--- src/rtl/jsu_pkg.sv ---
// types, codes and helper functions shared by the json string unescape blocks
`timescale 1ns / 1ps

package jsu_pkg;

   // result kinds
   localparam logic [1:0] KIND_BYTE  = 2'd0;
   localparam logic [1:0] KIND_CLOSE = 2'd1;
   localparam logic [1:0] KIND_ERROR = 2'd2;

   // error codes
   localparam logic [3:0] ERR_NONE        = 4'd0;
   localparam logic [3:0] ERR_NO_OPEN     = 4'd1;
   localparam logic [3:0] ERR_END_BODY    = 4'd2;
   localparam logic [3:0] ERR_END_ESCAPE  = 4'd3;
   localparam logic [3:0] ERR_BAD_ESCAPE  = 4'd4;
   localparam logic [3:0] ERR_CONTROL     = 4'd5;
   localparam logic [3:0] ERR_TRUNC_HEX   = 4'd6;
   localparam logic [3:0] ERR_BAD_HEX     = 4'd7;
   localparam logic [3:0] ERR_UNPAIRED_HI = 4'd8;
   localparam logic [3:0] ERR_STRAY_LO    = 4'd9;

   // characters of interest
   localparam logic [7:0] CH_QUOTE  = 8'h22;
   localparam logic [7:0] CH_BSLASH = 8'h5C;
   localparam logic [7:0] CH_SLASH  = 8'h2F;
   localparam logic [7:0] CH_B      = 8'h62;
   localparam logic [7:0] CH_F      = 8'h66;
   localparam logic [7:0] CH_N      = 8'h6E;
   localparam logic [7:0] CH_R      = 8'h72;
   localparam logic [7:0] CH_T      = 8'h74;
   localparam logic [7:0] CH_U      = 8'h75;
   localparam logic [7:0] CH_BS     = 8'h08;
   localparam logic [7:0] CH_FF     = 8'h0C;
   localparam logic [7:0] CH_LF     = 8'h0A;
   localparam logic [7:0] CH_CR     = 8'h0D;
   localparam logic [7:0] CH_TAB    = 8'h09;
   localparam logic [7:0] CH_SPACE  = 8'h20;

   // top six bits of high and low surrogates
   localparam logic [5:0] SURR_HIGH = 6'b110110;
   localparam logic [5:0] SURR_LOW  = 6'b110111;

   localparam int CP_W = 21;

   typedef enum logic [2:0] {
      MODE_IDLE  = 3'd0,
      MODE_BODY  = 3'd1,
      MODE_ESC   = 3'd2,
      MODE_HEX   = 3'd3,
      MODE_WBSL  = 3'd4,
      MODE_WU    = 3'd5,
      MODE_HEXLO = 3'd6
   } mode_type;

   // one queued request outcome: a raw byte, a code point, a close or an error
   typedef struct packed {
      logic [1:0]      kind;
      logic [3:0]      err;
      logic            raw;
      logic [CP_W-1:0] value;
   } entry_type;

   typedef struct packed {
      logic       ok;
      logic [3:0] digit;
   } hex_type;

   function automatic hex_type hex_decode(input logic [7:0] c);
      hex_type h;
      h.ok    = 1'b1;
      h.digit = 4'd0;
      if (c >= 8'h30 && c <= 8'h39) begin
         h.digit = 4'(c - 8'h30);
      end else if (c >= 8'h61 && c <= 8'h66) begin
         h.digit = 4'(c - 8'h57);
      end else if (c >= 8'h41 && c <= 8'h46) begin
         h.digit = 4'(c - 8'h37);
      end else begin
         h.ok = 1'b0;
      end
      return h;
   endfunction

   // number of result items of an entry, minus one
   function automatic logic [1:0] entry_len_m1(input entry_type e);
      logic [1:0] n;
      n = 2'd0;
      if (e.kind == KIND_BYTE && !e.raw) begin
         if (e.value < 21'h80) begin
            n = 2'd0;
         end else if (e.value < 21'h800) begin
            n = 2'd1;
         end else if (e.value < 21'h10000) begin
            n = 2'd2;
         end else begin
            n = 2'd3;
         end
      end
      return n;
   endfunction

   // utf-8 byte number idx of a code point encoded in len_m1+1 bytes
   function automatic logic [7:0] utf8_piece(input logic [CP_W-1:0] v,
                                             input logic [1:0] len_m1,
                                             input logic [1:0] idx);
      logic [7:0] b;
      logic [1:0] pos;
      pos = len_m1 - idx;
      b   = v[7:0];
      if (idx == 2'd0) begin
         unique case (len_m1)
            2'd0:    b = v[7:0];
            2'd1:    b = {3'b110, v[10:6]};
            2'd2:    b = {4'b1110, v[15:12]};
            default: b = {5'b11110, v[20:18]};
         endcase
      end else begin
         unique case (pos)
            2'd0:    b = {2'b10, v[5:0]};
            2'd1:    b = {2'b10, v[11:6]};
            default: b = {2'b10, v[17:12]};
         endcase
      end
      return b;
   endfunction

endpackage

--- src/rtl/json_string_unescape_utf8.sv ---
// top level of the json string unescape to utf-8 decoder
//
//   channel   direction  handshake           payload
//   req_      in         req_valid/req_stall  in_byte, input_end
//   rsp_      out        rsp_valid/rsp_stall  result_kind, out_byte, error_code, last
//
// one request is taken per cycle while the outcome queue has room
// a request yields zero to four results; results leave one per cycle from the
// output register while rsp_stall is low, and the last digit of a \u escape yields
// up to three results, four when it completes a surrogate pair
// a result passes through the outcome queue and then the output register; the queue of QUEUE_DEPTH
// outcomes lets the parser run ahead while rsp_stall is high
// synchronous reset returns the parser to idle and empties queue and output
`timescale 1ns / 1ps

module json_string_unescape_utf8 #(
   parameter int QUEUE_DEPTH = 4
) (
   input  logic       clock,
   input  logic       reset,
   input  logic       req_valid,
   output logic       req_stall,
   input  logic [7:0] req_in_byte,
   input  logic       req_input_end,
   output logic       rsp_valid,
   input  logic       rsp_stall,
   output logic [1:0] rsp_result_kind,
   output logic [7:0] rsp_out_byte,
   output logic [3:0] rsp_error_code,
   output logic       rsp_last
);

   jsu_pkg::entry_type push_entry, head;
   logic push, pop, empty, full, accept;

   assign req_stall = full;
   assign accept    = req_valid && !full;

   jsu_front u_front (
      .clock     (clock),
      .reset     (reset),
      .accept    (accept),
      .in_byte   (req_in_byte),
      .input_end (req_input_end),
      .push      (push),
      .entry     (push_entry)
   );

   jsu_queue #(
      .DEPTH (QUEUE_DEPTH)
   ) u_queue (
      .clock      (clock),
      .reset      (reset),
      .push       (push),
      .push_entry (push_entry),
      .pop        (pop),
      .head       (head),
      .empty      (empty),
      .full       (full)
   );

   jsu_back u_back (
      .clock           (clock),
      .reset           (reset),
      .head            (head),
      .empty           (empty),
      .pop             (pop),
      .rsp_valid       (rsp_valid),
      .rsp_stall       (rsp_stall),
      .rsp_result_kind (rsp_result_kind),
      .rsp_out_byte    (rsp_out_byte),
      .rsp_error_code  (rsp_error_code),
      .rsp_last        (rsp_last)
   );

endmodule

--- src/rtl/jsu_front.sv ---
// front end: parses request bytes and queues one outcome per productive request
`timescale 1ns / 1ps

module jsu_front (
   input  logic               clock,
   input  logic               reset,
   input  logic               accept,
   input  logic [7:0]         in_byte,
   input  logic               input_end,
   output logic               push,
   output jsu_pkg::entry_type entry
);

   jsu_pkg::mode_type mode_ff, mode_in;
   logic [1:0]  hex_count_ff, hex_count_in;
   logic [15:0] acc_ff, acc_in;
   logic [9:0]  high_ff, high_in;

   jsu_pkg::hex_type hex;
   logic [15:0] gathered;
   logic [10:0] plane;
   logic [3:0]  err_code;
   logic        err_hit;

   always_ff @(posedge clock) begin
      if (reset) begin
         mode_ff      <= jsu_pkg::MODE_IDLE;
         hex_count_ff <= 2'd0;
         acc_ff       <= 16'd0;
         high_ff      <= 10'd0;
      end else begin
         mode_ff      <= mode_in;
         hex_count_ff <= hex_count_in;
         acc_ff       <= acc_in;
         high_ff      <= high_in;
      end
   end

   always_comb begin
      hex      = jsu_pkg::hex_decode(in_byte);
      gathered = {acc_ff[11:0], hex.digit};
      // supplementary code point is (high + 0x40) followed by the low ten bits
      plane    = {1'b0, high_ff} + 11'h040;

      mode_in      = mode_ff;
      hex_count_in = hex_count_ff;
      acc_in       = acc_ff;
      high_in      = high_ff;
      err_code     = jsu_pkg::ERR_NONE;
      err_hit      = 1'b0;
      push         = 1'b0;
      entry.kind   = jsu_pkg::KIND_BYTE;
      entry.err    = jsu_pkg::ERR_NONE;
      entry.raw    = 1'b1;
      entry.value  = {13'd0, in_byte};

      if (accept) begin
         unique case (mode_ff)
            jsu_pkg::MODE_BODY: begin
               if (input_end) begin
                  err_hit  = 1'b1;
                  err_code = jsu_pkg::ERR_END_BODY;
               end else if (in_byte == jsu_pkg::CH_QUOTE) begin
                  mode_in    = jsu_pkg::MODE_IDLE;
                  push       = 1'b1;
                  entry.kind = jsu_pkg::KIND_CLOSE;
                  entry.value = '0;
               end else if (in_byte == jsu_pkg::CH_BSLASH) begin
                  mode_in = jsu_pkg::MODE_ESC;
               end else if (in_byte < jsu_pkg::CH_SPACE) begin
                  err_hit  = 1'b1;
                  err_code = jsu_pkg::ERR_CONTROL;
               end else begin
                  push = 1'b1;
               end
            end
            jsu_pkg::MODE_ESC: begin
               if (input_end) begin
                  err_hit  = 1'b1;
                  err_code = jsu_pkg::ERR_END_ESCAPE;
               end else begin
                  mode_in = jsu_pkg::MODE_BODY;
                  push    = 1'b1;
                  unique case (in_byte)
                     jsu_pkg::CH_QUOTE, jsu_pkg::CH_BSLASH, jsu_pkg::CH_SLASH: ;
                     jsu_pkg::CH_B: entry.value = {13'd0, jsu_pkg::CH_BS};
                     jsu_pkg::CH_F: entry.value = {13'd0, jsu_pkg::CH_FF};
                     jsu_pkg::CH_N: entry.value = {13'd0, jsu_pkg::CH_LF};
                     jsu_pkg::CH_R: entry.value = {13'd0, jsu_pkg::CH_CR};
                     jsu_pkg::CH_T: entry.value = {13'd0, jsu_pkg::CH_TAB};
                     jsu_pkg::CH_U: begin
                        push         = 1'b0;
                        mode_in      = jsu_pkg::MODE_HEX;
                        hex_count_in = 2'd0;
                        acc_in       = 16'd0;
                     end
                     default: begin
                        push     = 1'b0;
                        err_hit  = 1'b1;
                        err_code = jsu_pkg::ERR_BAD_ESCAPE;
                     end
                  endcase
               end
            end
            jsu_pkg::MODE_HEX, jsu_pkg::MODE_HEXLO: begin
               if (input_end) begin
                  err_hit  = 1'b1;
                  err_code = jsu_pkg::ERR_TRUNC_HEX;
               end else if (!hex.ok) begin
                  err_hit  = 1'b1;
                  err_code = jsu_pkg::ERR_BAD_HEX;
               end else if (hex_count_ff != 2'd3) begin
                  hex_count_in = hex_count_ff + 2'd1;
                  acc_in       = gathered;
               end else begin
                  hex_count_in = 2'd0;
                  acc_in       = gathered;
                  if (mode_ff == jsu_pkg::MODE_HEX) begin
                     if (gathered[15:10] == jsu_pkg::SURR_HIGH) begin
                        high_in = gathered[9:0];
                        mode_in = jsu_pkg::MODE_WBSL;
                     end else if (gathered[15:10] == jsu_pkg::SURR_LOW) begin
                        err_hit  = 1'b1;
                        err_code = jsu_pkg::ERR_STRAY_LO;
                     end else begin
                        mode_in     = jsu_pkg::MODE_BODY;
                        push        = 1'b1;
                        entry.raw   = 1'b0;
                        entry.value = {5'd0, gathered};
                     end
                  end else if (gathered[15:10] == jsu_pkg::SURR_LOW) begin
                     mode_in     = jsu_pkg::MODE_BODY;
                     push        = 1'b1;
                     entry.raw   = 1'b0;
                     entry.value = {plane, gathered[9:0]};
                  end else begin
                     err_hit  = 1'b1;
                     err_code = jsu_pkg::ERR_UNPAIRED_HI;
                  end
               end
            end
            jsu_pkg::MODE_WBSL: begin
               if (input_end || in_byte != jsu_pkg::CH_BSLASH) begin
                  err_hit  = 1'b1;
                  err_code = jsu_pkg::ERR_UNPAIRED_HI;
               end else begin
                  mode_in = jsu_pkg::MODE_WU;
               end
            end
            jsu_pkg::MODE_WU: begin
               if (input_end || in_byte != jsu_pkg::CH_U) begin
                  err_hit  = 1'b1;
                  err_code = jsu_pkg::ERR_UNPAIRED_HI;
               end else begin
                  mode_in      = jsu_pkg::MODE_HEXLO;
                  hex_count_in = 2'd0;
                  acc_in       = 16'd0;
               end
            end
            default: begin
               // idle, and any unused encoding behaves as idle
               if (input_end || in_byte != jsu_pkg::CH_QUOTE) begin
                  err_hit  = 1'b1;
                  err_code = jsu_pkg::ERR_NO_OPEN;
               end else begin
                  mode_in = jsu_pkg::MODE_BODY;
               end
            end
         endcase

         if (err_hit) begin
            mode_in      = jsu_pkg::MODE_IDLE;
            hex_count_in = 2'd0;
            acc_in       = 16'd0;
            high_in      = 10'd0;
            push         = 1'b1;
            entry.kind   = jsu_pkg::KIND_ERROR;
            entry.err    = err_code;
            entry.raw    = 1'b1;
            entry.value  = '0;
         end
      end
   end

endmodule

--- src/rtl/jsu_queue.sv ---
// small first-in first-out queue of parsed outcomes with show-ahead head
`timescale 1ns / 1ps

module jsu_queue #(
   parameter int DEPTH = 4
) (
   input  logic               clock,
   input  logic               reset,
   input  logic               push,
   input  jsu_pkg::entry_type push_entry,
   input  logic               pop,
   output jsu_pkg::entry_type head,
   output logic               empty,
   output logic               full
);

   localparam int PTR_W = (DEPTH > 1) ? $clog2(DEPTH) : 1;
   localparam int CNT_W = $clog2(DEPTH + 1);

   jsu_pkg::entry_type slots_ff [DEPTH];
   logic [PTR_W-1:0] wr_ptr_ff, wr_ptr_in;
   logic [PTR_W-1:0] rd_ptr_ff, rd_ptr_in;
   logic [CNT_W-1:0] count_ff, count_in;
   logic do_push, do_pop;

   assign empty   = (count_ff == CNT_W'(0));
   assign full    = (count_ff == CNT_W'(DEPTH));
   assign do_push = push && !full;
   assign do_pop  = pop && !empty;
   assign head    = slots_ff[rd_ptr_ff];

   always_comb begin
      wr_ptr_in = wr_ptr_ff;
      rd_ptr_in = rd_ptr_ff;
      count_in  = count_ff;
      if (do_push) begin
         wr_ptr_in = (wr_ptr_ff == PTR_W'(DEPTH - 1)) ? '0 : wr_ptr_ff + PTR_W'(1);
      end
      if (do_pop) begin
         rd_ptr_in = (rd_ptr_ff == PTR_W'(DEPTH - 1)) ? '0 : rd_ptr_ff + PTR_W'(1);
      end
      if (do_push && !do_pop) begin
         count_in = count_ff + CNT_W'(1);
      end else if (do_pop && !do_push) begin
         count_in = count_ff - CNT_W'(1);
      end
   end

   always_ff @(posedge clock) begin
      if (reset) begin
         wr_ptr_ff <= '0;
         rd_ptr_ff <= '0;
         count_ff  <= '0;
      end else begin
         wr_ptr_ff <= wr_ptr_in;
         rd_ptr_ff <= rd_ptr_in;
         count_ff  <= count_in;
      end
   end

   always_ff @(posedge clock) begin
      if (do_push) begin
         slots_ff[wr_ptr_ff] <= push_entry;
      end
   end

endmodule

--- src/rtl/jsu_back.sv ---
// back end: expands queued outcomes into result items through an output register
`timescale 1ns / 1ps

module jsu_back (
   input  logic               clock,
   input  logic               reset,
   input  jsu_pkg::entry_type head,
   input  logic               empty,
   output logic               pop,
   output logic               rsp_valid,
   input  logic               rsp_stall,
   output logic [1:0]         rsp_result_kind,
   output logic [7:0]         rsp_out_byte,
   output logic [3:0]         rsp_error_code,
   output logic               rsp_last
);

   logic       valid_ff, valid_in;
   logic [1:0] idx_ff, idx_in;
   logic [1:0] kind_ff, kind_in;
   logic [7:0] byte_ff, byte_in;
   logic [3:0] err_ff, err_in;
   logic       last_ff, last_in;
   logic [1:0] len_m1;
   logic       can_load, piece_last;

   assign len_m1     = jsu_pkg::entry_len_m1(head);
   assign piece_last = (idx_ff == len_m1);
   assign can_load   = !valid_ff || !rsp_stall;

   always_comb begin
      valid_in = valid_ff;
      idx_in   = idx_ff;
      kind_in  = kind_ff;
      byte_in  = byte_ff;
      err_in   = err_ff;
      last_in  = last_ff;
      pop      = 1'b0;
      if (can_load) begin
         valid_in = !empty;
         if (!empty) begin
            kind_in = head.kind;
            err_in  = head.err;
            last_in = piece_last;
            byte_in = (head.kind == jsu_pkg::KIND_BYTE) ?
                      jsu_pkg::utf8_piece(head.value, len_m1, idx_ff) : 8'd0;
            if (piece_last) begin
               pop    = 1'b1;
               idx_in = 2'd0;
            end else begin
               idx_in = idx_ff + 2'd1;
            end
         end
      end
   end

   always_ff @(posedge clock) begin
      if (reset) begin
         valid_ff <= 1'b0;
         idx_ff   <= 2'd0;
      end else begin
         valid_ff <= valid_in;
         idx_ff   <= idx_in;
      end
   end

   always_ff @(posedge clock) begin
      kind_ff <= kind_in;
      byte_ff <= byte_in;
      err_ff  <= err_in;
      last_ff <= last_in;
   end

   assign rsp_valid       = valid_ff;
   assign rsp_result_kind = kind_ff;
   assign rsp_out_byte    = byte_ff;
   assign rsp_error_code  = err_ff;
   assign rsp_last        = last_ff;

endmodule
--- config.mk ---
export PLATFORM = sky130hd
export DESIGN_NAME = json_string_unescape_utf8
export DESIGN_NICKNAME = d
export VERILOG_FILES = /design/src/rtl/jsu_pkg.sv /design/src/rtl/json_string_unescape_utf8.sv /design/src/rtl/jsu_front.sv /design/src/rtl/jsu_queue.sv /design/src/rtl/jsu_back.sv
export SDC_FILE = /design/constraint.sdc
export NUM_CORES = 1
export LEC_CHECK = 0
export BUFFER_PORTS_ARGS = -buffer_cell sky130_fd_sc_hd__buf_2
export CORE_MARGIN = 2
export CORE_UTILIZATION = 60
export CTS_BUF_LIST = sky130_fd_sc_hd__clkbuf_16
export DETAILED_ROUTE_END_ITERATION = 8
export PLACE_DENSITY_LB_ADDON = 0.15
export RECOVER_POWER = 100
export SLEW_MARGIN = 40
export SYNTH_ARGS = -nofsm -noshare
export SYNTH_HDL_FRONTEND = slang
export SYNTH_SLANG_ARGS = --single-unit
export TNS_END_PERCENT = 30
--- constraint.sdc ---
create_clock -name clock -period 12.75 [get_ports clock]
set_input_delay 1.275 -clock clock [delete_from_list [all_inputs] [get_ports clock]]
set_output_delay 1.275 -clock clock [all_outputs]
set_load 0.05 [all_outputs]
---- After elaboration in Yosys (flattened, before gate mapping) ----
Memory sizes are Yosys's and may differ from the RTL's. A register that Yosys moved wholly into a read port is not among the register bits.
Cells that the tools add are included.
storage, ports and cells
  input port bits ......................... 13
  register bits after elaboration ......... 52
  memory bits (writable) .................. 112
  logic and storage cells ................. 247
  memories ................................ 1
memory list
  memory            words  width  rd ports  clocked after memory_dff  write ports  RTL line         source
  u_queue.slots_ff  4      28     1         1                         1            jsu_queue.sv:20  jsu_pkg::entry_type slots_ff [DEPTH];
operators by class
  mux-type cells .......................... 131
  add/sub/neg operators ................... 11
  reduce and logical (&&, ||, !) cells .... 38
  order comparisons ....................... 10
  equality and inequality tests ........... 42
  bitwise gates (word level) .............. 1
operators with widths
  cell                                                            number
  2-to-1 mux 22 bit                                               7
  2-to-1 mux 12 bit                                               6
  2-to-1 mux 10 bit                                               7
  2-to-1 mux 4 bit                                                16
  case mux 21 bit (3 select lines)                                1
  2-to-1 mux 3 bit                                                19
  == test 8 x 7 -> 1 bit, second input constant                   7
  2-to-1 mux 28 bit                                               2
  2-to-1 mux 1 bit                                                42
  case mux 8 bit (5 select lines)                                 1
  2-to-1 mux 2 bit                                                18
  case mux 12 bit (3 select lines)                                1
  2-to-1 mux 8 bit                                                4
  case mux 8 bit (3 select lines)                                 1
  < comparator 21 x 12 -> 1 bit, second input constant            1
  < comparator 21 x 17 -> 1 bit, second input constant            1
  < comparator 21 x 8 -> 1 bit, second input constant             1
  case mux 4 bit (5 select lines)                                 1
  == test 8 x 6 -> 1 bit, second input constant                   2
  >= comparator 8 x 7 -> 1 bit, second input constant             2
  less-or-equal comparator 8 x 7 -> 1 bit, second input constant  2
  != test 8 x 7 -> 1 bit, second input constant                   2
  case mux 3 bit (5 select lines)                                 1
  AND reduction 7 bit                                             2
  43 further kinds                                                86

---- Logic depth before layout (Yosys ltp) ----
Gate-level depths: netlist (run 1).
  depth in word-level cells ............... 16
  gate-level depth with buffers ........... 16
  depth with buffers taken out ............ 14

---- Hierarchy ----
A second synthesis (run 1) with hierarchy kept.
unflattened totals
  cells, all modules ...................... 655
  area total of the unflattened synthesis .. 8236.6 µm²
modules (own cells, without submodules)
  module                     instances  area each (µm²)  cells each
  jsu_queue                  1          4541.9           196
  jsu_front                  1          2567.5           351
  jsu_back                   1          1113.6           107
  json_string_unescape_utf8  1          13.8             1

---- Worst setup path after synthesis (run 1) ----
Ideal clock, no wire load.
  path type ............................... input -> register
  start ................................... input req_in_byte[4]
  end ..................................... register u_queue.count_ff[2]
  setup time .............................. 0.071 ns
  required time ........................... 12.679 ns
  slack ................................... 8.146 ns
  stages .................................. 13
  arrival ................................. 4.533 ns
  path through ............................ or4b_1 -> nor3_1 -> o21ai_1 -> or3b_1 -> clkbuf_1 -> or2_1 -> a41oi_2 -> ha_1 -> inv_1 -> fa_1 -> xor2_1 -> or3_1 -> a21oi_1
between the ends
  word-level cells in the longest chain between the ends .. 15
  elaborated cells on any way between the ends .. 60
  those cells by class .................... 7 x order compare; 12 x eq/ne; 28 x mux; 13 x reduce/logical
ends and longest elaborated chain
  element                                                                                         RTL line                         source
  start, declared                                                                                 json_string_unescape_utf8.sv:23  input logic [7:0] req_in_byte,
  >= comparator 8 x 7 -> 1 bit / less-or-equal comparator 8 x 7 -> 1 bit (equally long branches)  jsu_pkg.sv:77                    end else if (c >= 8'h41 && c <= 8'h46) begin
  logical AND 1 bit                                                                               jsu_pkg.sv:77
  2-to-1 mux 1 bit                                                                                jsu_pkg.sv:77
  2-to-1 mux 1 bit                                                                                jsu_pkg.sv:75                    end else if (c >= 8'h61 && c <= 8'h66) begin
  2-to-1 mux 1 bit                                                                                jsu_pkg.sv:73                    if (c >= 8'h30 && c <= 8'h39) begin
  2-to-1 mux 1 bit                                                                                jsu_front.sv:109                 end else if (!hex.ok) begin
  2-to-1 mux 1 bit                                                                                jsu_front.sv:106                 if (input_end) begin
  case mux 1 bit (5 select lines)                                                                 jsu_front.sv:58                  unique case (mode_ff)
  2-to-1 mux 1 bit                                                                                jsu_front.sv:57                  if (accept) begin
  2-to-1 mux 1 bit *                                                                              jsu_front.sv:171                 if (err_hit) begin
  2-to-1 mux 1 bit *                                                                              jsu_front.sv:57
  logical AND 1 bit *                                                                             jsu_queue.sv:28                  assign do_push = push && !full;
  net u_queue.do_push                                                                             jsu_queue.sv:24                  logic do_push, do_pop;
  zero test 1 bit                                                                                 jsu_queue.sv:44                  end else if (do_pop && !do_push) begin
  logical AND 1 bit                                                                               jsu_queue.sv:44
  nonzero test 2 bit (no source line)                                                             n/a
  end signal, assigned                                                                            jsu_queue.sv:57                  count_ff <= count_in;
  end, declared                                                                                   jsu_queue.sv:23                  logic [CNT_W-1:0] count_ff, count_in;
The timed path passes the listed nets; every way through them passes the cells marked *. The select of a mux whose other input is x is not followed.
A chain may end at the register's enable or synchronous reset.

==> impl_metrics.json, run 1 <==
{
  "min_path_type": "register to register",
  "fillers": 996,
  "max_freq_ghz": 0.161,
  "setup_viol": 0,
  "drt_iter0_markers": 565,
  "coreArea_um2": 13200,
  "final_nets": 679,
  "hold_viol": 0,
  "worstPathMaxFanout": 28,
  "post-route-min-period_ps": 6190,
  "drc_errors": 0,
  "synth.avg_cell_area_um2": 13.0,
  "drtPass1Iterations": 5,
  "post_cts_buffers": 0,
  "whs_endpoint": "u_front.high_ff[0]$_SDFFE_PP0P_",
  "drt_wl_total_um": 19100,
  "clock_path_buffers": 2,
  "regToRegEndpoint": "u_queue.count_ff[2]$_SDFFE_PP0P_",
  "crit_buf_inv": 2,
  "antenna_cells": 0,
  "synth_cell_types": 83,
  "cp_slowest_cell": "clkbuf_1",
  "failed_checks": "capacitance limit, slew limit",
  "most-common-layout-cells": "edfxtp_1 (127), nand2_1 (43), nor2_1 (43), dfxtp_1 (39), mux2i_1 (29)",
  "hold_path_depth": 1,
  "die_x_um": 120,
  "hpwl_um": 13400,
  "period_share": 0.486,
  "io_pins": 30,
  "grt.overflow.total": 0,
  "vias": 5412,
  "reg2reg_depth": 12,
  "leakagePower_uw": 0.00302,
  "critPathKind": "register to register",
  "fin_skew_ps": 11.2,
  "p_per_area_nw_per_um2": 194,
  "cp.arrival_ps": 6520,
  "grt_pass1_wl_um": 30200,
  "cp_cell_sequence": "clkbuf_1, mux4_2, or4_1, o41ai_1, xnor2_2, nand3_1, ha_1, inv_1, fa_1, xor2_1, or3_1, a21oi_1",
  "critPathTopFamily": "buffers and inverters",
  "synth_edf_count": 127,
  "synth_area_leaders": "edfxtp_1 (47%), dfxtp_1 (9.6%), mux4_2 (7.8%)",
  "drtAntennaViolNets": 0,
  "irDropWorstVdd_mv": 0.101,
  "grt_setup_unrepaired": "no",
  "start_util": 0.612,
  "synth_warnings": 0,
  "cp-end-kind": "register",
  "finalSetupTns_ps": 0,
  "dominantRegCellSynth": "edfxtp_1",
  "syn-num-nets": 655,
  "required_ps": 13070,
  "avgRoutedWirePerCell_um": 22.8,
  "num_rows": 42,
  "fp.dieH_um": 120,
  "yosysTopAreaCell": "edfxtp_1",
  "final_common_cell": "edfxtp_1",
  "via_per_inst": 6.47,
  "grt_pass1_vias": 5401,
  "power_uw": 1730,
  "clk_latency_ps": 420,
  "grt_start_max_net_pins": 35,
  "cts_hold_buf": 0,
  "synth_top_area_share": 0.470,
  "die_area_um2": 14500,
  "status": "complete, but fails checks",
  "antenna_found_initial": 0,
  "h-tree-depth": 4,
  "synth.cell_area_um2": 8110,
  "synth_seq_cells": 166,
  "synth_seq_area_share": 0.566,
  "synthCells": 623,
  "clk_pin_slew_ps": 60,
  "max_slew_margin": -0.635,
  "cts_tree": "done",
  "numCtsBuffers": 17,
  "cts_resized": 0,
  "syn2layout_area_growth_pct": 9.86,
  "maxCapViolCount": 5,
  "cpPeakStageDelay_ps": 1740,
  "place.port_buffers": 29,
  "r2r_slack_ps": 6560,
  "async_reset_ff_frac": 0,
  "drive_gt1_frac": 0.130,
  "cp.depth": 12,
  "startpoint_type": "register",
  "root_buffer": "clkbuf_16",
  "grt_usage": 0.281,
  "cts.sinks": 166,
  "gp_congestion": 0.940,
  "slew_violations": 137,
  "worstHoldStart": "u_front.high_ff[0]$_SDFFE_PP0P_",
  "tightest_slew_ps": 2450
}
-- logic make-up after synthesis --
| group | Yosys count | share of synthesized area |
|---|---|---|
| simple gates | 203 | 0.138 |
| xor+xnor | 6 | 0.00833 |
| compound gates | 114 | 0.109 |
| fa+ha+maj | 20 | 0.0315 |
| buf+inv | 51 | 0.0253 |
| mux | 63 | 0.122 |
| flops | 166 | 0.566 |
-- layout make-up --
type,count,area (µm²),area share
flip-flops and latches,166,4590,0.516
multi-input cells,406,3250,0.365
clock buffers,17,425,0.0477
repair buffers,37,163,0.0183
well taps,176,220,0.0247
clock inverters,15,184,0.0206
inverters,19,72.6,0.00814
-- cells in the mapped netlist (3+ instances only) --
master	n
xor2_1	3
edfxtp_1	127
dfxtp_1	39
a22oi_1	4
nor3_1	11
mux4_2	28
a21oi_1	16
a211oi_1	5
nand3_1	12
mux2_2	6
nor3_2	3
clkbuf_1	26
nand3b_1	4
nor4_1	3
o211ai_1	4
nor2b_1	8
o22ai_1	5
nor3b_1	6
buf_2	3
a222oi_1	4
or2_2	3
o21a_1	3
a22o_1	14
o21ai_0	13
nand2_1	43
nand2b_1	22
or3_1	6
nor2_1	43
inv_1	17
nand4_1	5
a31oi_1	6
and3_1	3
mux2i_1	29
nand4b_1	6
and2_1	10
ha_1	18
a32o_1	3
or4_1	4
-- registers in the layout, summed over array words and instances (netlist names), named ones only --
name                    cells
u_back.rsp_last             1
u_back.rsp_out_byte         8
u_front.high_ff            10
u_queue.count_ff            3
u_front.hex_count_ff        2
u_back.idx_ff               2
u_front.acc_ff             12
u_back.rsp_error_code       4
u_front.mode_ff             3
u_back.rsp_valid            1
u_back.rsp_result_kind      2
u_queue.wr_ptr_ff           2
u_queue.rd_ptr_ff           2
u_queue.slots_ff          112
-- where the power goes --
group	total (µW)	switching (µW)	internal, µW
clock	521	196	325
combinational	505	332	173
sequential	700	23.8	676
-- how the worst max path moves through the flow --
stage / startpoint / to / slack, ps
finish: register / u_queue.count_ff[2]$_SDFFE_PP0P_ / 6560
global route: register / u_queue.count_ff[2]$_SDFFE_PP0P_ / 5990
CTS: req_in_byte[0] / u_queue.count_ff[2]$_SDFFE_PP0P_ / 8030
detailed placement: req_in_byte[0] / u_queue.count_ff[2]$_SDFFE_PP0P_ / 7590
global placement: req_in_byte[4] / u_queue.count_ff[2]$_SDFFE_PP0P_ / 7710
floorplan: req_in_byte[4] / u_queue.count_ff[2]$_SDFFE_PP0P_ / 8150
-- routing by layer --
metal / up-vias / share of wire / GRT usage
met5: - / 0 / 0
met1: 2667 / 0.42 / 0.376
li1: 2465 / - / -
met3: 45 / 0.055 / 0.0472
met4: 0 / 0.033 / 0.116
met2: 235 / 0.49 / 0.462
-- metrics by stage --
stage	cell area [µm²]	util	hold WS [ps]	std cells	worst slack, ps
6_report	8910	0.673	486	836	6560
5_1_grt	8910	0.673	511	836	5990
4_1_cts	9030	0.682	488	836	8030
3_5_place_dp	8430	0.636	474	804	7590
3_3_place_gp	8410	0.635	444	804	7710
2_1_floorplan	8110	-	432	623	8150
(Power assumes the default switching activity.)
==> inputs of run 2 (changes only) <==
Settings changed: CORE_UTILIZATION 60 to 56.
Clock period 12.75 ns to 5.3 ns, I/O delays scaled along.
==> impl_metrics.json, run 2 (synthesis results as in run 1) <==
{
  "finalInstanceArea_um2": 8970,
  "reg.largest.list": "u_queue.slots_ff x112, u_front.acc_ff x12, u_front.high_ff x10",
  "cts_resized": 0,
  "finalSetupTns_ps": 0,
  "dp_slack_ps": 896,
  "place.port_buffers": 29,
  "grt_start_max_net_pins": 35,
  "fin_skew_ps": 13.4,
  "hold_ws_ps": 367,
  "drt_iter0_markers": 789,
  "post_cts_buffers": 0,
  "period_share": 0.861,
  "numCtsBuffers": 17,
  "most-common-layout-cells": "edfxtp_1 (127), nand2_1 (43), nor2_1 (43), dfxtp_1 (38), mux2i_1 (29)",
  "irDropWorstVdd_mv": 0.246,
  "cp.depth": 15,
  "power_frac_comb": 0.286,
  "min_path_type": "input port to register",
  "clock_path_buffers": 2,
  "gp_congestion": 1.01,
  "p_int_uw": 2790,
  "avgRoutedWirePerCell_um": 22.2,
  "antenna_cells": 0,
  "drive_gt1_frac": 0.147,
  "cp_slowest_cell": "a41oi_1",
  "die_x_um": 124,
  "power_uw": 4160,
  "grt_pass1_wl_um": 30100,
  "io_pins": 30,
  "hold_path_depth": 3,
  "maxCapViolCount": 2,
  "setup_viol": 0,
  "max_freq_ghz": 0.219,
  "failed_checks": "capacitance limit, slew limit",
  "top_register": "u_queue.slots_ff",
  "place_area_um2": 8460,
  "status": "complete, but fails checks",
  "grt.overflow.total": 0,
  "cp-end-kind": "register",
  "p_per_area_nw_per_um2": 463,
  "crit_buf_inv": 3,
  "critPathKind": "input port to register",
  "grt_setup_unrepaired": "no",
  "cpPeakStageDelay_ps": 660,
  "whs_endpoint": "u_back.rsp_valid$_SDFFE_PP0N_",
  "regToRegEndpoint": "u_queue.count_ff[2]$_SDFFE_PP0P_",
  "worst_slack_ps": 736,
  "start_util": 0.580,
  "vias": 5462,
  "startpoint_type": "input port",
  "reg2reg_depth": 11,
  "fp.dieH_um": 124,
  "num_rows": 43,
  "post-route-min-period_ps": 4560,
  "worstPathMaxFanout": 10,
  "drtPass1Iterations": 7,
  "hold_viol": 0,
  "cp_cell_sequence": "clkbuf_1, inv_1, ha_1, nor3b_1, nor3_1, o21ai_1, or3b_1, or2_0, a41oi_1, ha_1, inv_1, fa_1, xor2_1, or3_1, a21oi_1",
  "cts.sinks": 166,
  "leakagePower_uw": 0.00306,
  "drt_wl_total_um": 18800,
  "rr_startpoint": "u_front.mode_ff[0]$_SDFFE_PP0P_",
  "drc_errors": 0,
  "slew_violations": 50,
  "largest_register_ffs": 112,
  "tightest_slew_ps": 1870,
  "p_seq_frac": 0.412,
  "drtAntennaViolNets": 0,
  "clk_pin_slew_ps": 60,
  "cts_hold_buf": 0,
  "root_buffer": "clkbuf_16",
  "worstHoldStart": "rsp_stall",
  "hpwl_um": 13000,
  "final_nets": 684,
  "switchingPower_uw": 1370,
  "grt_usage": 0.252,
  "required_ps": 5630,
  "via_per_inst": 6.46,
  "die_area_um2": 15500,
  "cp.arrival_ps": 4900,
  "max_slew_margin": -0.247,
  "critPathTopFamily": "simple AND/OR/NAND/NOR gates",
  "switching_share": 0.329,
  "h-tree-depth": 4,
  "final_common_cell": "edfxtp_1",
  "clk_latency_ps": 430,
  "pwr-share-clk": 0.302,
  "antenna_found_initial": 0,
  "grt_pass1_vias": 5384,
  "cts_tree": "done",
  "coreArea_um2": 14000,
  "syn2layout_area_growth_pct": 10.7,
  "r2r_slack_ps": 850
}
==> run 2: final cells by class <==
type	count	area, µm²
Sequential cell	166	4600
Clock buffer	17	425
Clock inverter	15	176
Inverter	19	73.8
Timing Repair Buffer	42	213
Multi-Input combinational cell	406	3270
Fill cell	1067	5010
Tap cell	180	225
==> run 2: through the flow <==
step                      std cells  utilization
after floorplan                 623            -
after global placement          813        0.604
after detailed placement        813        0.605
after CTS                       845        0.648
after global routing            845        0.642
final                           845        0.642
==> run 2: worst min-delay path, cell delays in order <==
cell and delay (ps):
buf_2 100, nand2_1 60, a21oi_1 50
==> run 2: how the worst max path moves through the flow <==
| stage | start | endpoint | slack [ps] |
|---|---|---|---|
| finish | req_in_byte[0] | u_queue.count_ff[2]$_SDFFE_PP0P_ | 740 |
| global placement | req_in_byte[4] | u_queue.count_ff[2]$_SDFFE_PP0P_ | 1010 |
| CTS | register | u_queue.count_ff[2]$_SDFFE_PP0P_ | 980 |
| floorplan | register | u_queue.count_ff[2]$_SDFFE_PP0P_ | 1110 |
| detailed placement | req_in_byte[4] | u_queue.count_ff[2]$_SDFFE_PP0P_ | 900 |
| global route | req_in_byte[0] | u_queue.count_ff[2]$_SDFFE_PP0P_ | 350 |
==> run 2: per-layer routing <==
layer | track usage | vias to the layer above | part of all wire | wire length [µm]
met4 | 0.0932 | 0 | 0.027 | 515
met2 | 0.396 | 265 | 0.48 | 9100
li1 | - | 2475 | - | -
met3 | 0.0541 | 46 | 0.066 | 1240
met1 | 0.349 | 2676 | 0.42 | 7940
met5 | 0 | - | 0 | 0
==> run 2: power by group through the flow <==
stage | clock [µW] | combinational [µW] | sequential, µW
finish | 1260 | 1190 | 1710
global route | 1330 | 1270 | 1730
CTS | 1270 | 1220 | 1720
detailed placement | 0 | 1200 | 1740
global placement | 0 | 1190 | 1730
floorplan | 0 | 731 | 1910
==> inputs of run 3 (changes only) <==
Settings changed: CORE_ASPECT_RATIO set to 2.
==> impl_metrics.json, run 3 (synthesis results as in run 1) <==
{
  "status": "complete, but fails checks",
  "failed_checks": "capacitance limit, slew limit",
  "critPathTopFamily": "compound AO/OA/AOI/OAI gates",
  "vias": 5466,
  "p_per_area_nw_per_um2": 466,
  "cp.depth": 10,
  "clk_pin_slew_ps": 60,
  "reg.largest.list": "u_queue.slots_ff x112, u_front.acc_ff x12, u_front.high_ff x10",
  "required_ps": 5420,
  "final_nets": 686,
  "top_register": "u_queue.slots_ff",
  "cts_tree": "done",
  "h-tree-depth": 4,
  "hpwl_um": 15700,
  "final_common_cell": "edfxtp_1",
  "leakagePower_uw": 0.00308,
  "root_buffer": "clkbuf_16",
  "drtAntennaViolNets": 0,
  "period_share": 0.853,
  "antenna_cells": 0,
  "fp.dieH_um": 174,
  "critPathKind": "input port to register",
  "slew_violations": 50,
  "drive_gt1_frac": 0.144,
  "most-common-layout-cells": "edfxtp_1 (127), nand2_1 (43), nor2_1 (43), dfxtp_1 (39), mux2i_1 (29)",
  "avgRoutedWirePerCell_um": 24.4,
  "grt.overflow.total": 0,
  "numCtsBuffers": 17,
  "place.port_buffers": 29,
  "drt_iter0_markers": 485,
  "fin_skew_ps": 10.6,
  "hold_path_depth": 3,
  "grt_setup_unrepaired": "no",
  "min_path_type": "input port to register",
  "drt_wl_total_um": 20900,
  "reg2reg_depth": 12,
  "coreArea_um2": 14300,
  "fin_cells": 859,
  "startpoint_type": "input port",
  "crit_buf_inv": 3,
  "grt_pass1_vias": 5589,
  "gp_congestion": 1.00,
  "start_util": 0.568,
  "worstPathMaxFanout": 10,
  "finalSetupTns_ps": 0,
  "post-route-min-period_ps": 4520,
  "die_area_um2": 15500,
  "maxCapViolCount": 2,
  "cp_cell_sequence": "clkbuf_1, inv_1, ha_1, nor3b_1, or3_1, a311o_1, a311o_1, o21ai_0, inv_4, a311oi_1",
  "grt_usage": 0.287,
  "cp_common_cell": "a311o_1",
  "via_per_inst": 6.36,
  "placed_cells": 826,
  "setup.worst_path.start": "req_in_byte[0]",
  "post_cts_buffers": 0,
  "max_freq_ghz": 0.221,
  "cts_resized": 0,
  "setup_viol": 0,
  "num_rows": 62,
  "fillers": 1108,
  "cp.arrival_ps": 4640,
  "cpPeakStageDelay_ps": 1040,
  "drc_errors": 0,
  "cts_hold_buf": 0,
  "cp-end-kind": "register",
  "grt_pass1_wl_um": 32200,
  "syn2layout_area_growth_pct": 11.4,
  "dp_slack_ps": 812,
  "tightest_slew_ps": 1970,
  "largest_register_ffs": 112,
  "worstHoldStart": "rsp_stall",
  "antenna_found_initial": 0,
  "die_x_um": 89.1,
  "grt_start_max_net_pins": 35,
  "worst_slack_ps": 780,
  "cp_slowest_cell": "o21ai_0",
  "max_slew_margin": -0.313,
  "drtPass1Iterations": 5,
  "hold_viol": 0,
  "cts.sinks": 166,
  "irDropWorstVdd_mv": 0.220,
  "clock_path_buffers": 2,
  "clk_latency_ps": 420,
  "io_pins": 30
}
==> run 3: layout make-up <==
| type | count | area, µm² | area share |
|---|---|---|---|
| tap | 192 | 240 | 0.0266 |
| inverter | 19 | 73.8 | 0.00817 |
| clock buffer | 17 | 425 | 0.0471 |
| multi-input combinational | 406 | 3270 | 0.362 |
| sequential | 166 | 4590 | 0.509 |
| clock inverter | 15 | 200 | 0.0222 |
| timing repair buffer | 44 | 233 | 0.0258 |
==> run 3: layer usage <==
layer | GRT usage | share of wire | vias up
li1 | - | - | 2482
met1 | 0.298 | 0.33 | 2707
met2 | 0.517 | 0.57 | 203
met3 | 0.0404 | 0.031 | 74
met4 | 0.176 | 0.066 | 0
met5 | 0 | 0 | -
==> run 3: path summary, 6_finish.rpt <==
kind | end | slack (ps)
worst max-delay path | u_queue.slots_ff[1][3]$_DFFE_PP_ | 780
worst min-delay path | u_back.rsp_valid$_SDFFE_PP0N_ | 380
worst max register to register | u_queue.count_ff[2]$_SDFFE_PP0P_ | 860
worst min register to register | u_back.idx_ff[1]$_SDFFE_PP0P_ | 470
==> run 3: per-stage QoR <==
step	total power, µW	area (µm²)	utilization	hold slack (ps)
finish	4210	9030	0.633	383
global route	4400	9030	0.633	383
CTS	4260	9110	0.638	363
detailed placement	2970	8480	0.594	463
global placement	2950	8470	0.593	442
floorplan	2640	8110	-	432
==> run 3: worst min-delay path, delay by kind of cell <==
| kind | cells | cell delay [ps] |
|---|---|---|
| buffers and inverters | 1 | 100 |
| AO/OA/AOI/OAI | 1 | 50 |
| AND/OR/NAND/NOR | 1 | 60 |
==> run 3: where the power goes <==
group / switching [µW] / internal (µW) / leakage [µW]
sequential: 65.6 / 1620 / 0.00145
combinational: 802 / 430 / 0.00133
clock: 497 / 792 / 0.000305
total: 1360 / 2850 / 0.00308
